$ cat src/design/tsr_pkg.sv
// Shared constants, types and command/status structs for the triangle scanline rasterizer.
package tsr_pkg;

    localparam int COORD_BITS = 12;
    localparam int DIFF_BITS  = COORD_BITS + 1;
    localparam int PROD_BITS  = 2 * DIFF_BITS;
    localparam int STEP_BITS  = $clog2(PROD_BITS + 1);

    localparam logic OP_LOAD = 1'b0;
    localparam logic OP_PULL = 1'b1;

    typedef logic signed [COORD_BITS-1:0] coord_t;
    typedef logic signed [DIFF_BITS-1:0]  diff_t;
    typedef logic signed [PROD_BITS-1:0]  prod_t;

    typedef struct packed {
        logic load;
        logic pull;
        logic mul;
        logic prep;
        logic step;
        logic fin;
    } ctrl_cmd_t;

    typedef struct packed {
        logic active;
        logic span_more;
        logic is_last;
    } dp_status_t;

endpackage

$ cat src/design/triangle_scanline_rasterizer_core.sv
// Top level of the triangle scanline rasterizer: controller, datapath and checks.
// An item is taken when start is high and busy is low. A load item (opcode 0) sorts the
// vertices and then holds busy while the first span's short- and long-edge x values are found: a
// multiply step, a setup step, one quotient bit per cycle in the two restoring dividers, a
// finish step. A pull item (opcode 1) puts its point on point_x/point_y with strobe high
// in the next cycle; pulls within a span can follow every cycle. A pull that closes a span
// starts the next span's setup, which again holds busy. Results are not held: the
// receiver must take each one in its strobe cycle.
module triangle_scanline_rasterizer_core (
    input  logic            clk,
    input  logic            rst_n,
    input  logic            start,
    output logic            busy,
    input  logic            opcode,
    input  tsr_pkg::coord_t vertex_a_x,
    input  tsr_pkg::coord_t vertex_a_y,
    input  tsr_pkg::coord_t vertex_b_x,
    input  tsr_pkg::coord_t vertex_b_y,
    input  tsr_pkg::coord_t vertex_c_x,
    input  tsr_pkg::coord_t vertex_c_y,
    output logic            strobe,
    output tsr_pkg::coord_t point_x,
    output tsr_pkg::coord_t point_y,
    output logic            point_valid,
    output logic            last_point
);
    import tsr_pkg::*;

    ctrl_cmd_t  cmd;
    dp_status_t status;

    tsr_ctrl u_ctrl (
        .clk    (clk),
        .rst_n  (rst_n),
        .start  (start),
        .opcode (opcode),
        .status (status),
        .cmd    (cmd),
        .busy   (busy)
    );

    tsr_datapath u_datapath (
        .clk         (clk),
        .rst_n       (rst_n),
        .cmd         (cmd),
        .vertex_a_x  (vertex_a_x),
        .vertex_a_y  (vertex_a_y),
        .vertex_b_x  (vertex_b_x),
        .vertex_b_y  (vertex_b_y),
        .vertex_c_x  (vertex_c_x),
        .vertex_c_y  (vertex_c_y),
        .status      (status),
        .point_x     (point_x),
        .point_y     (point_y),
        .point_valid (point_valid),
        .last_point  (last_point),
        .strobe      (strobe)
    );

    // a result only follows an accepted pull
    a_strobe_after_pull: assert property (@(posedge clk) disable iff (!rst_n)
        strobe |-> $past(start && !busy && (opcode == OP_PULL)))
        else $error("strobe without an accepted pull");

    // setup only starts from an accepted item
    a_busy_from_item: assert property (@(posedge clk) disable iff (!rst_n)
        $rose(busy) |-> $past(start))
        else $error("busy rose without an accepted item");

    // the final point ends the triangle: the next pull before a load is invalid
    a_last_ends: assert property (@(posedge clk) disable iff (!rst_n)
        (strobe && last_point) |-> (point_valid && !status.active))
        else $error("triangle still active after last point");

endmodule

$ cat src/design/tsr_div.sv
// Restoring divider, one quotient bit per step, truncating toward zero.
module tsr_div (
    input  logic           clk,
    input  logic           init,
    input  logic           step,
    input  tsr_pkg::prod_t num,
    input  tsr_pkg::diff_t den,
    output tsr_pkg::diff_t quotient
);
    import tsr_pkg::*;

    logic [PROD_BITS-1:0] quo_reg;
    logic [PROD_BITS-1:0] quo_next;
    logic [DIFF_BITS-1:0] rem_reg;
    logic [DIFF_BITS-1:0] rem_next;
    logic                 neg_reg;
    logic                 neg_next;
    logic [DIFF_BITS:0]   trial;
    logic [DIFF_BITS:0]   trial_sub;
    logic                 fits;
    prod_t                num_abs;
    diff_t                q_mag;

    assign num_abs   = num[PROD_BITS-1] ? -num : num;
    assign trial     = {rem_reg, quo_reg[PROD_BITS-1]};
    assign trial_sub = trial - {1'b0, den};
    assign fits      = trial >= {1'b0, den};

    always_comb
    begin
        quo_next = quo_reg;
        rem_next = rem_reg;
        neg_next = neg_reg;
        if (init)
        begin
            quo_next = num_abs;
            rem_next = '0;
            neg_next = num[PROD_BITS-1];
        end
        else if (step)
        begin
            quo_next = {quo_reg[PROD_BITS-2:0], fits};
            rem_next = fits ? trial_sub[DIFF_BITS-1:0] : trial[DIFF_BITS-1:0];
        end
    end

    always_ff @(posedge clk)
    begin
        quo_reg <= quo_next;
        rem_reg <= rem_next;
        neg_reg <= neg_next;
    end

    assign q_mag    = $signed(quo_reg[DIFF_BITS-1:0]);
    assign quotient = neg_reg ? -q_mag : q_mag;

endmodule

$ cat src/design/tsr_datapath.sv
// Datapath: vertex sort, row/column walk, edge interpolation and output registers.
module tsr_datapath (
    input  logic                clk,
    input  logic                rst_n,
    input  tsr_pkg::ctrl_cmd_t  cmd,
    input  tsr_pkg::coord_t     vertex_a_x,
    input  tsr_pkg::coord_t     vertex_a_y,
    input  tsr_pkg::coord_t     vertex_b_x,
    input  tsr_pkg::coord_t     vertex_b_y,
    input  tsr_pkg::coord_t     vertex_c_x,
    input  tsr_pkg::coord_t     vertex_c_y,
    output tsr_pkg::dp_status_t status,
    output tsr_pkg::coord_t     point_x,
    output tsr_pkg::coord_t     point_y,
    output logic                point_valid,
    output logic                last_point,
    output logic                strobe
);
    import tsr_pkg::*;

    coord_t sx [3];
    coord_t sy [3];
    coord_t tx;
    coord_t ty;

    coord_t vx_reg [3];
    coord_t vy_reg [3];
    coord_t vx_next [3];
    coord_t vy_next [3];
    coord_t row_y_reg, row_y_next;
    coord_t column_reg, column_next;
    coord_t span_end_reg, span_end_next;
    logic   lower_reg, lower_next;
    logic   active_reg, active_next;

    coord_t point_x_reg, point_x_next;
    coord_t point_y_reg, point_y_next;
    logic   point_valid_reg, point_valid_next;
    logic   last_point_reg, last_point_next;
    logic   strobe_reg;

    logic   is_last;
    logic   span_more;

    // edge setup
    coord_t s_ya, s_xa, s_yb, s_xb;
    diff_t  s_dx, s_dyr, s_den, l_dx, l_dyr, l_den;
    prod_t  s_prod, l_prod;
    prod_t  s_prod_reg, l_prod_reg;
    diff_t  s_den_reg, l_den_reg;
    coord_t s_xa_reg, s_xb_reg, l_xa_reg, l_xb_reg;
    logic   s_flat_reg, l_flat_reg;
    diff_t  s_q, l_q;
    diff_t  s_edge_full, l_edge_full;
    coord_t s_edge, l_edge;

    // three compare-and-swap steps on y
    always_comb
    begin
        sx[0] = vertex_a_x;
        sy[0] = vertex_a_y;
        sx[1] = vertex_b_x;
        sy[1] = vertex_b_y;
        sx[2] = vertex_c_x;
        sy[2] = vertex_c_y;
        tx    = '0;
        ty    = '0;
        if (sy[0] > sy[1])
        begin
            tx = sx[0]; ty = sy[0];
            sx[0] = sx[1]; sy[0] = sy[1];
            sx[1] = tx; sy[1] = ty;
        end
        if (sy[1] > sy[2])
        begin
            tx = sx[1]; ty = sy[1];
            sx[1] = sx[2]; sy[1] = sy[2];
            sx[2] = tx; sy[2] = ty;
        end
        if (sy[0] > sy[1])
        begin
            tx = sx[0]; ty = sy[0];
            sx[0] = sx[1]; sy[0] = sy[1];
            sx[1] = tx; sy[1] = ty;
        end
    end

    assign span_more = column_reg < span_end_reg;
    assign is_last   = lower_reg && (column_reg >= span_end_reg) && (row_y_reg >= vy_reg[2]);

    assign status.active    = active_reg;
    assign status.span_more = span_more;
    assign status.is_last   = is_last;

    // upper or lower short edge, and the long edge
    assign s_ya = lower_reg ? vy_reg[1] : vy_reg[0];
    assign s_xa = lower_reg ? vx_reg[1] : vx_reg[0];
    assign s_yb = lower_reg ? vy_reg[2] : vy_reg[1];
    assign s_xb = lower_reg ? vx_reg[2] : vx_reg[1];

    assign s_dx   = diff_t'(s_xb) - diff_t'(s_xa);
    assign s_dyr  = diff_t'(row_y_reg) - diff_t'(s_ya);
    assign s_den  = diff_t'(s_yb) - diff_t'(s_ya);
    assign l_dx   = diff_t'(vx_reg[2]) - diff_t'(vx_reg[0]);
    assign l_dyr  = diff_t'(row_y_reg) - diff_t'(vy_reg[0]);
    assign l_den  = diff_t'(vy_reg[2]) - diff_t'(vy_reg[0]);
    assign s_prod = s_dx * s_dyr;
    assign l_prod = l_dx * l_dyr;

    always_ff @(posedge clk)
    begin
        if (cmd.mul)
        begin
            s_prod_reg <= s_prod;
            s_den_reg  <= s_den;
            s_xa_reg   <= s_xa;
            s_xb_reg   <= s_xb;
            s_flat_reg <= (s_yb == s_ya);
            l_prod_reg <= l_prod;
            l_den_reg  <= l_den;
            l_xa_reg   <= vx_reg[0];
            l_xb_reg   <= vx_reg[2];
            l_flat_reg <= (vy_reg[2] == vy_reg[0]);
        end
    end

    tsr_div u_short_div (
        .clk      (clk),
        .init     (cmd.prep),
        .step     (cmd.step),
        .num      (s_prod_reg),
        .den      (s_den_reg),
        .quotient (s_q)
    );

    tsr_div u_long_div (
        .clk      (clk),
        .init     (cmd.prep),
        .step     (cmd.step),
        .num      (l_prod_reg),
        .den      (l_den_reg),
        .quotient (l_q)
    );

    // flat edge takes its far vertex x
    assign s_edge_full = s_flat_reg ? diff_t'(s_xb_reg) : diff_t'(s_xa_reg) + s_q;
    assign l_edge_full = l_flat_reg ? diff_t'(l_xb_reg) : diff_t'(l_xa_reg) + l_q;
    assign s_edge      = s_edge_full[COORD_BITS-1:0];
    assign l_edge      = l_edge_full[COORD_BITS-1:0];

    always_comb
    begin
        vx_next          = vx_reg;
        vy_next          = vy_reg;
        row_y_next       = row_y_reg;
        column_next      = column_reg;
        span_end_next    = span_end_reg;
        lower_next       = lower_reg;
        active_next      = active_reg;
        point_x_next     = point_x_reg;
        point_y_next     = point_y_reg;
        point_valid_next = point_valid_reg;
        last_point_next  = last_point_reg;

        if (cmd.load)
        begin
            vx_next     = sx;
            vy_next     = sy;
            row_y_next  = sy[0];
            lower_next  = 1'b0;
            active_next = 1'b1;
        end
        else if (cmd.pull)
        begin
            point_valid_next = active_reg;
            point_x_next     = active_reg ? column_reg : '0;
            point_y_next     = active_reg ? row_y_reg : '0;
            last_point_next  = active_reg && is_last;
            if (active_reg)
            begin
                if (is_last)
                begin
                    active_next = 1'b0;
                end
                else if (span_more)
                begin
                    column_next = column_reg + coord_t'(1);
                end
                else if (!lower_reg)
                begin
                    if (row_y_reg < vy_reg[1])
                    begin
                        row_y_next = row_y_reg + coord_t'(1);
                    end
                    else
                    begin
                        lower_next = 1'b1;
                    end
                end
                else
                begin
                    row_y_next = row_y_reg + coord_t'(1);
                end
            end
        end
        else if (cmd.fin)
        begin
            column_next   = (s_edge > l_edge) ? l_edge : s_edge;
            span_end_next = (s_edge > l_edge) ? s_edge : l_edge;
        end
    end

    always_ff @(posedge clk)
    begin
        vx_reg          <= vx_next;
        vy_reg          <= vy_next;
        row_y_reg       <= row_y_next;
        column_reg      <= column_next;
        span_end_reg    <= span_end_next;
        point_x_reg     <= point_x_next;
        point_y_reg     <= point_y_next;
        point_valid_reg <= point_valid_next;
        last_point_reg  <= last_point_next;
    end

    always_ff @(posedge clk or negedge rst_n)
    begin
        if (!rst_n)
        begin
            lower_reg  <= 1'b0;
            active_reg <= 1'b0;
            strobe_reg <= 1'b0;
        end
        else
        begin
            lower_reg  <= lower_next;
            active_reg <= active_next;
            strobe_reg <= cmd.pull;
        end
    end

    assign point_x     = point_x_reg;
    assign point_y     = point_y_reg;
    assign point_valid = point_valid_reg;
    assign last_point  = last_point_reg;
    assign strobe      = strobe_reg;

endmodule

$ cat src/design/tsr_ctrl.sv
// Controller: accepts items and sequences span setup (multiply, divide, finish).
module tsr_ctrl (
    input  logic                clk,
    input  logic                rst_n,
    input  logic                start,
    input  logic                opcode,
    input  tsr_pkg::dp_status_t status,
    output tsr_pkg::ctrl_cmd_t  cmd,
    output logic                busy
);
    import tsr_pkg::*;

    typedef enum logic [4:0] {
        S_IDLE = 5'b00001,
        S_MUL  = 5'b00010,
        S_PREP = 5'b00100,
        S_DIV  = 5'b01000,
        S_FIN  = 5'b10000
    } state_t;

    state_t               state_reg, state_next;
    logic [STEP_BITS-1:0] step_cnt_reg, step_cnt_next;

    always_comb
    begin
        state_next    = state_reg;
        step_cnt_next = step_cnt_reg;
        cmd           = '0;
        case (state_reg)
            S_IDLE:
            begin
                if (start)
                begin
                    if (opcode == OP_LOAD)
                    begin
                        cmd.load   = 1'b1;
                        state_next = S_MUL;
                    end
                    else
                    begin
                        cmd.pull = 1'b1;
                        if (status.active && !status.is_last && !status.span_more)
                        begin
                            state_next = S_MUL;
                        end
                    end
                end
            end
            S_MUL:
            begin
                cmd.mul    = 1'b1;
                state_next = S_PREP;
            end
            S_PREP:
            begin
                cmd.prep      = 1'b1;
                step_cnt_next = '0;
                state_next    = S_DIV;
            end
            S_DIV:
            begin
                cmd.step      = 1'b1;
                step_cnt_next = step_cnt_reg + 1'b1;
                if (step_cnt_reg == STEP_BITS'(PROD_BITS - 1))
                begin
                    state_next = S_FIN;
                end
            end
            S_FIN:
            begin
                cmd.fin    = 1'b1;
                state_next = S_IDLE;
            end
            default:
            begin
                state_next = S_IDLE;
            end
        endcase
    end

    always_ff @(posedge clk or negedge rst_n)
    begin
        if (!rst_n)
        begin
            state_reg    <= S_IDLE;
            step_cnt_reg <= '0;
        end
        else
        begin
            state_reg    <= state_next;
            step_cnt_reg <= step_cnt_next;
        end
    end

    assign busy = (state_reg != S_IDLE);

endmodule

$ cat config.mk
export PLATFORM = sky130hd
export DESIGN_NAME = triangle_scanline_rasterizer_core
export DESIGN_NICKNAME = d
export VERILOG_FILES = /design/src/design/tsr_pkg.sv /design/src/design/triangle_scanline_rasterizer_core.sv /design/src/design/tsr_div.sv /design/src/design/tsr_datapath.sv /design/src/design/tsr_ctrl.sv
export SDC_FILE = /design/constraint.sdc
export NUM_CORES = 2
export LEC_CHECK = 0
export BUFFER_PORTS_ARGS = -buffer_cell sky130_fd_sc_hd__buf_2
export CAP_MARGIN = 20
export CELL_PAD_IN_SITES_DETAIL_PLACEMENT = 1
export CELL_PAD_IN_SITES_GLOBAL_PLACEMENT = 2
export CORE_MARGIN = 3
export CORE_UTILIZATION = 38
export DETAILED_ROUTE_END_ITERATION = 8
export PLACE_DENSITY_LB_ADDON = 0.1
export SYNTH_ARGS = -nofsm -noshare
export SYNTH_HDL_FRONTEND = slang
export SYNTH_HIERARCHICAL = 1
export SYNTH_SLANG_ARGS = --single-unit
$ cat constraint.sdc
create_clock -name clk -period 8.4 [get_ports clk]
set_input_delay 0.84 -clock clk [delete_from_list [all_inputs] [get_ports clk]]
set_output_delay 0.84 -clock clk [all_outputs]
set_load 0.01 [all_outputs]
After elaboration in Yosys (flattened, before gate mapping)
Index checks and enable logic that the tools add are counted.

Bits in registers: 355. Input port bits: 76. Output and inout port bits: 28. Logic and storage cells: 162.

Add/sub/neg operators: 17. $mul: 2. Order comparisons: 10. Equality and inequality tests: 17. Multiplexer cells: 61. Bitwise logic cells: 2. Reductions and logical operators: 19.

Operators with widths (number): 12-bit 2-to-1 mux (22); 26-bit 2-to-1 mux (6); 24-bit 2-to-1 mux (6); 12-bit by 12-bit subtractor with 13-bit output (6); 13-bit by 13-bit multiplier with 26-bit output (2); 26-bit negation (2); 12-bit > comparator (4); 14-bit by 13-bit >= comparator with 1-bit output (2); 13-bit 2-to-1 mux (2); 13-bit subtractor (2); 12-bit adder (2); 12-bit by 2-bit adder with 12-bit output (second input constant) (2); 12-bit equality test (2); 12-bit >= comparator (2); 12-bit < comparator (2); 12-bit negation (2); 5-bit 2-to-1 mux (4); 5-bit case mux with 4 select lines (1); 1-bit 2-to-1 mux (17); 2-bit != test (second input constant) (6); 5-bit equality test (second input constant) (2); 5-bit case mux with 2 select lines (1); 5-bit AND reduction (2); 2-bit nonzero test (5); other kinds (16) (24).

Longest topological paths before layout
Depth in word-level cells: 10. Depth in mapped cells: 36. Depth with buffers taken out: 34.

By module
The synthesis kept the hierarchy.

By module, submodules not included: tsr_datapath (times used 1, cells an instance 3069, area an instance 29968.7 sq um, sequential area each 7942.6 sq um); tsr_div (u_datapath.u_short_div) (times used 1, cells an instance 367, area an instance 3216.8 sq um, sequential area each 1071.0 sq um); tsr_div (u_datapath.u_long_div) (times used 1, cells an instance 369, area an instance 3189.3 sq um, sequential area each 1071.0 sq um); tsr_ctrl (times used 1, cells an instance 64, area an instance 610.6 sq um, sequential area each 251.5 sq um).

Worst setup path before layout
Ideal clock, no wire load.

Path kind: reg-to-reg. From: reg u_datapath.lower_reg. To: reg u_datapath.s_prod_reg[25] (data pin). Setup time: 0.259 ns. Arrival: 8.530 ns. Required time: 8.141 ns. Setup slack: -0.389 ns. Cell stages (with the launch flop): 33. Buffers on the path: 3. Period minus slack after synthesis: 8.789 ns. Cell sequence: dfrtp_1 > clkbuf_1 > buf_1 > mux2_2 > ha_1 > nor2b_1 > o21ai_1 > nand2b_1 > a21o_1 > a21o_1 > a211o_1 > a311oi_4 > a31oi_4 > buf_6 > nor2_1 > fa_1 > inv_1 > fa_1 > fa_1 > inv_1 > fa_1 > inv_1 > fa_1 > inv_1 > ha_1 > ha_1 > or3_1 > o21ai_0 > a21oi_1 > and4_1 > a2111oi_1 > a21oi_1 > xnor2_1.

Cells in the longest elaborated chain, start to end: 3. Elaborated cells on any way between the ends: 6. Those cells by class: add/sub (2); mul (1); mux (3).

Ends and longest elaborated chain: from (decl) (line tsr_datapath.sv:33) `logic lower_reg, lower_next;`; from (signal assigned) (line tsr_datapath.sv:236) `lower_reg <= lower_next;`; 12-bit 2-to-1 mux (line tsr_datapath.sv:99) `assign s_xb = lower_reg ? vx_reg[2] : vx_reg[1];`; via u_datapath.s_xb[2] (line tsr_datapath.sv:46) `coord_t s_ya, s_xa, s_yb, s_xb;`; 12-bit by 12-bit subtractor with 13-bit output (line tsr_datapath.sv:101) `assign s_dx = diff_t'(s_xb) - diff_t'(s_xa);`; 13-bit by 13-bit multiplier with 26-bit output (line tsr_datapath.sv:107) `assign s_prod = s_dx * s_dyr;`; via u_datapath.s_prod[25] (line tsr_datapath.sv:48) `prod_t s_prod, l_prod;`; to (signal assigned) (line tsr_datapath.sv:114) `s_prod_reg <= s_prod;`; to (decl) (line tsr_datapath.sv:49) `prod_t s_prod_reg, l_prod_reg;`.

The timed path passes the listed nets, and every way through them passes these cells. A chain may end at the register's enable or synchronous reset.

Final worst setup path
From: reg u_datapath.lower_reg. To: reg u_datapath.s_prod_reg[25] (data pin).

Cells in the longest elaborated chain, start to end: 3. Elaborated cells on any way between the ends: 6. Those cells by class: add/sub (2); mul (1); mux (3).

Ends and longest elaborated chain (line): 12-bit 2-to-1 mux (on tied branches) (tsr_datapath.sv:99, tsr_datapath.sv:96, tsr_datapath.sv:97); 12-bit by 12-bit subtractor with 13-bit output (on tied branches) (tsr_datapath.sv:101, tsr_datapath.sv:102); 13-bit by 13-bit multiplier with 26-bit output (*) (tsr_datapath.sv:107); via u_datapath.s_prod[25] (tsr_datapath.sv:48).

Mark *: on every way through the listed nets, which the timed path passes. The rest lies on a longest branch.

==> impl_metrics.yaml <==
outcome:
  status: "finished clean"
clock_network:
  cts_tree: "built"
  htree_levels: 2
  hold_buffers: 0
  cts_inserted_buffers: 47
  root_buffer: "clkbuf_16"
  clk_latency_ps: 630
  clkTransAtPathRegs_ps: 60
  clk_path_buf_depth: 3
  clock_sinks: 355
drt:
  wl_met3_um: 4520
  drt-total-wl_um: 116000
  remaining_drc_errors: 0
  ant_nets: 0
  vias: 28700
  drtPass1Iterations: 7
  routed-wl-met2_um: 51900
  drtIter0Drc: 1796
  viasPerCell: 5.22
  routed_wire_length_per_instance_um: 21.1
  highest_layer: "met5"
  met1_length_um: 57800
grt:
  grt_max_degree: 143
  gr-total-overflow: 0
  grt_pass1_wl_um: 182000
  antenna_found_initial: 6
  grt_pass1_vias: 30300
  gr-usage-all-layers_pct: 23.2
logic_synthesis:
  synthCells: 3865
  yosysWarnings: 6
  synth_nets: 4621
  avgSynthCellArea_um2: 9.56
  synth_area_mm2: 0.0370
worst_setup_path:
  crit_required_ps: 8750
  critical_path_class: "flip-flop to flip-flop"
  cp_slowest_cell: "fa_1"
  start_kind: "flip-flop"
  crit_fanout: 7
  cp_slowest_stage_delay_ps: 550
  cp.arrival_ps: 8640
  endpoint_kind: "flip-flop"
floorplanning:
  fp-row-count: 113
  dieArea_mm2: 0.101
  die-height_um: 318
  die_x_um: 318
  core-area_mm2: 0.0957
  io_pins: 104
  start_util_pct: 38.6
timing:
  min_period_ps: 8290
  timing.final.crit_share_pct: 98.7
  slew_headroom_pct: 24.9
  hold_violations: 0
  drv_slew: 0
  whs_ps: 178
  setup_tns_ps: 0
  worst_pin_slew_ps: 1110
  fmax_mhz: 121
  finalSetupViolCount: 0
  skew_ps: 27.8
  grt_setup_unrepaired: "true"
cells_and_area:
  register_area_mm2: 0.0103
  drive_gt1_share_pct: 15.6
  fin_cells: 5493
  fin_nets: 4946
  fill_cells: 10800
  multi_input_area_mm2: 0.0244
  area_delta_synth_final_pct: 16.2
placed_design:
  dpl.hpwl_um: 95200
  dp_cells: 5392
  place_congestion: 0.862
  io_buffers: 103
min_path:
  hp-class: "primary input to asynchronous set/reset pin"
flow_run:
  cap_violations: 0
[path summary, 6_finish.rpt]
| kind | startpoint | end | slack, ps | cells past startpoint |
|---|---|---|---|---|
| setup / recovery | u_datapath/lower_reg | u_datapath/s_prod_reg[25] | 110 | 34 |
| min in group clk | u_datapath/u_short_div/rem_reg[7] | u_datapath/u_short_div/rem_reg[7] | 500 | 2 |
| max in group asynchronous | rst_n | u_datapath/lower_reg | 7860 | 1 |
| setup reg to reg | u_datapath/lower_reg | u_datapath/s_prod_reg[25] | 110 | 34 |
| hold reg to reg | u_datapath/u_short_div/rem_reg[7] | u_datapath/u_short_div/rem_reg[7] | 500 | 2 |
| hold / removal | rst_n | u_datapath/strobe | 180 | 1 |
[what timing repair did]
action	4_1_cts	5_1_grt
pin swaps	9	37
gates resized for setup	17	68
cloned	0	0
setup buffers	3	10
endpoints found under the setup margin	3	13
[layer usage]
| layer | up-vias | global-route usage [%] |
|---|---|---|
| met3 | 95 | 2.55 |
| met5 | - | 0 |
| met4 | 4 | 4.41 |
| met2 | 446 | 36.5 |
| li1 | 13700 | - |
| met1 | 14500 | 34.5 |
[cells in the final DEF (no fill, tap or decap), drive strengths merged, types with 54 or more instances in the layout]
cell	n
a21oi	221
and2	59
buf	410
clkbuf	54
edfxtp	316
fa	336
ha	344
inv	560
mux2i	55
nand2	275
nand2b	69
nand3	61
nor2	393
nor2b	76
o21ai	145
xnor2	134
xor2	105
[critical path, delay by kind of cell (launching register included)]
family                   cells  cell delay (ps)
AO/OA/AOI/OAI               12             2470
AND/OR/NAND/NOR              4              350
multiplexers                 1              290
adder cells (fa/ha/maj)      9             3600
buffers and inverters        6              510
XOR/XNOR                     2              370
flip-flops                   1              440
[final cells by class]
class	count	area share (%)
flip-flops and latches	355	24.1
diodes	1	0.00583
clock buffers	54	2.85
well taps	1265	3.69
multi-input cells	2816	56.8
repair buffers	410	6.85
inverters	560	4.89
clock inverters	32	0.842
[per-stage QoR]
stage               setup WS [ps]  area, um^2  utilization (%)
floorplan                    8.28       37000                -
global placement             -124       40900             42.7
detailed placement           -266       40900             42.7
CTS                          24.1       42600             44.5
global route                 -195       42900             44.9
finish                        109       42900             44.9
Power is not shown: default switching activity piles up to over one toggle a cycle in this logic, so the estimate is an artifact.
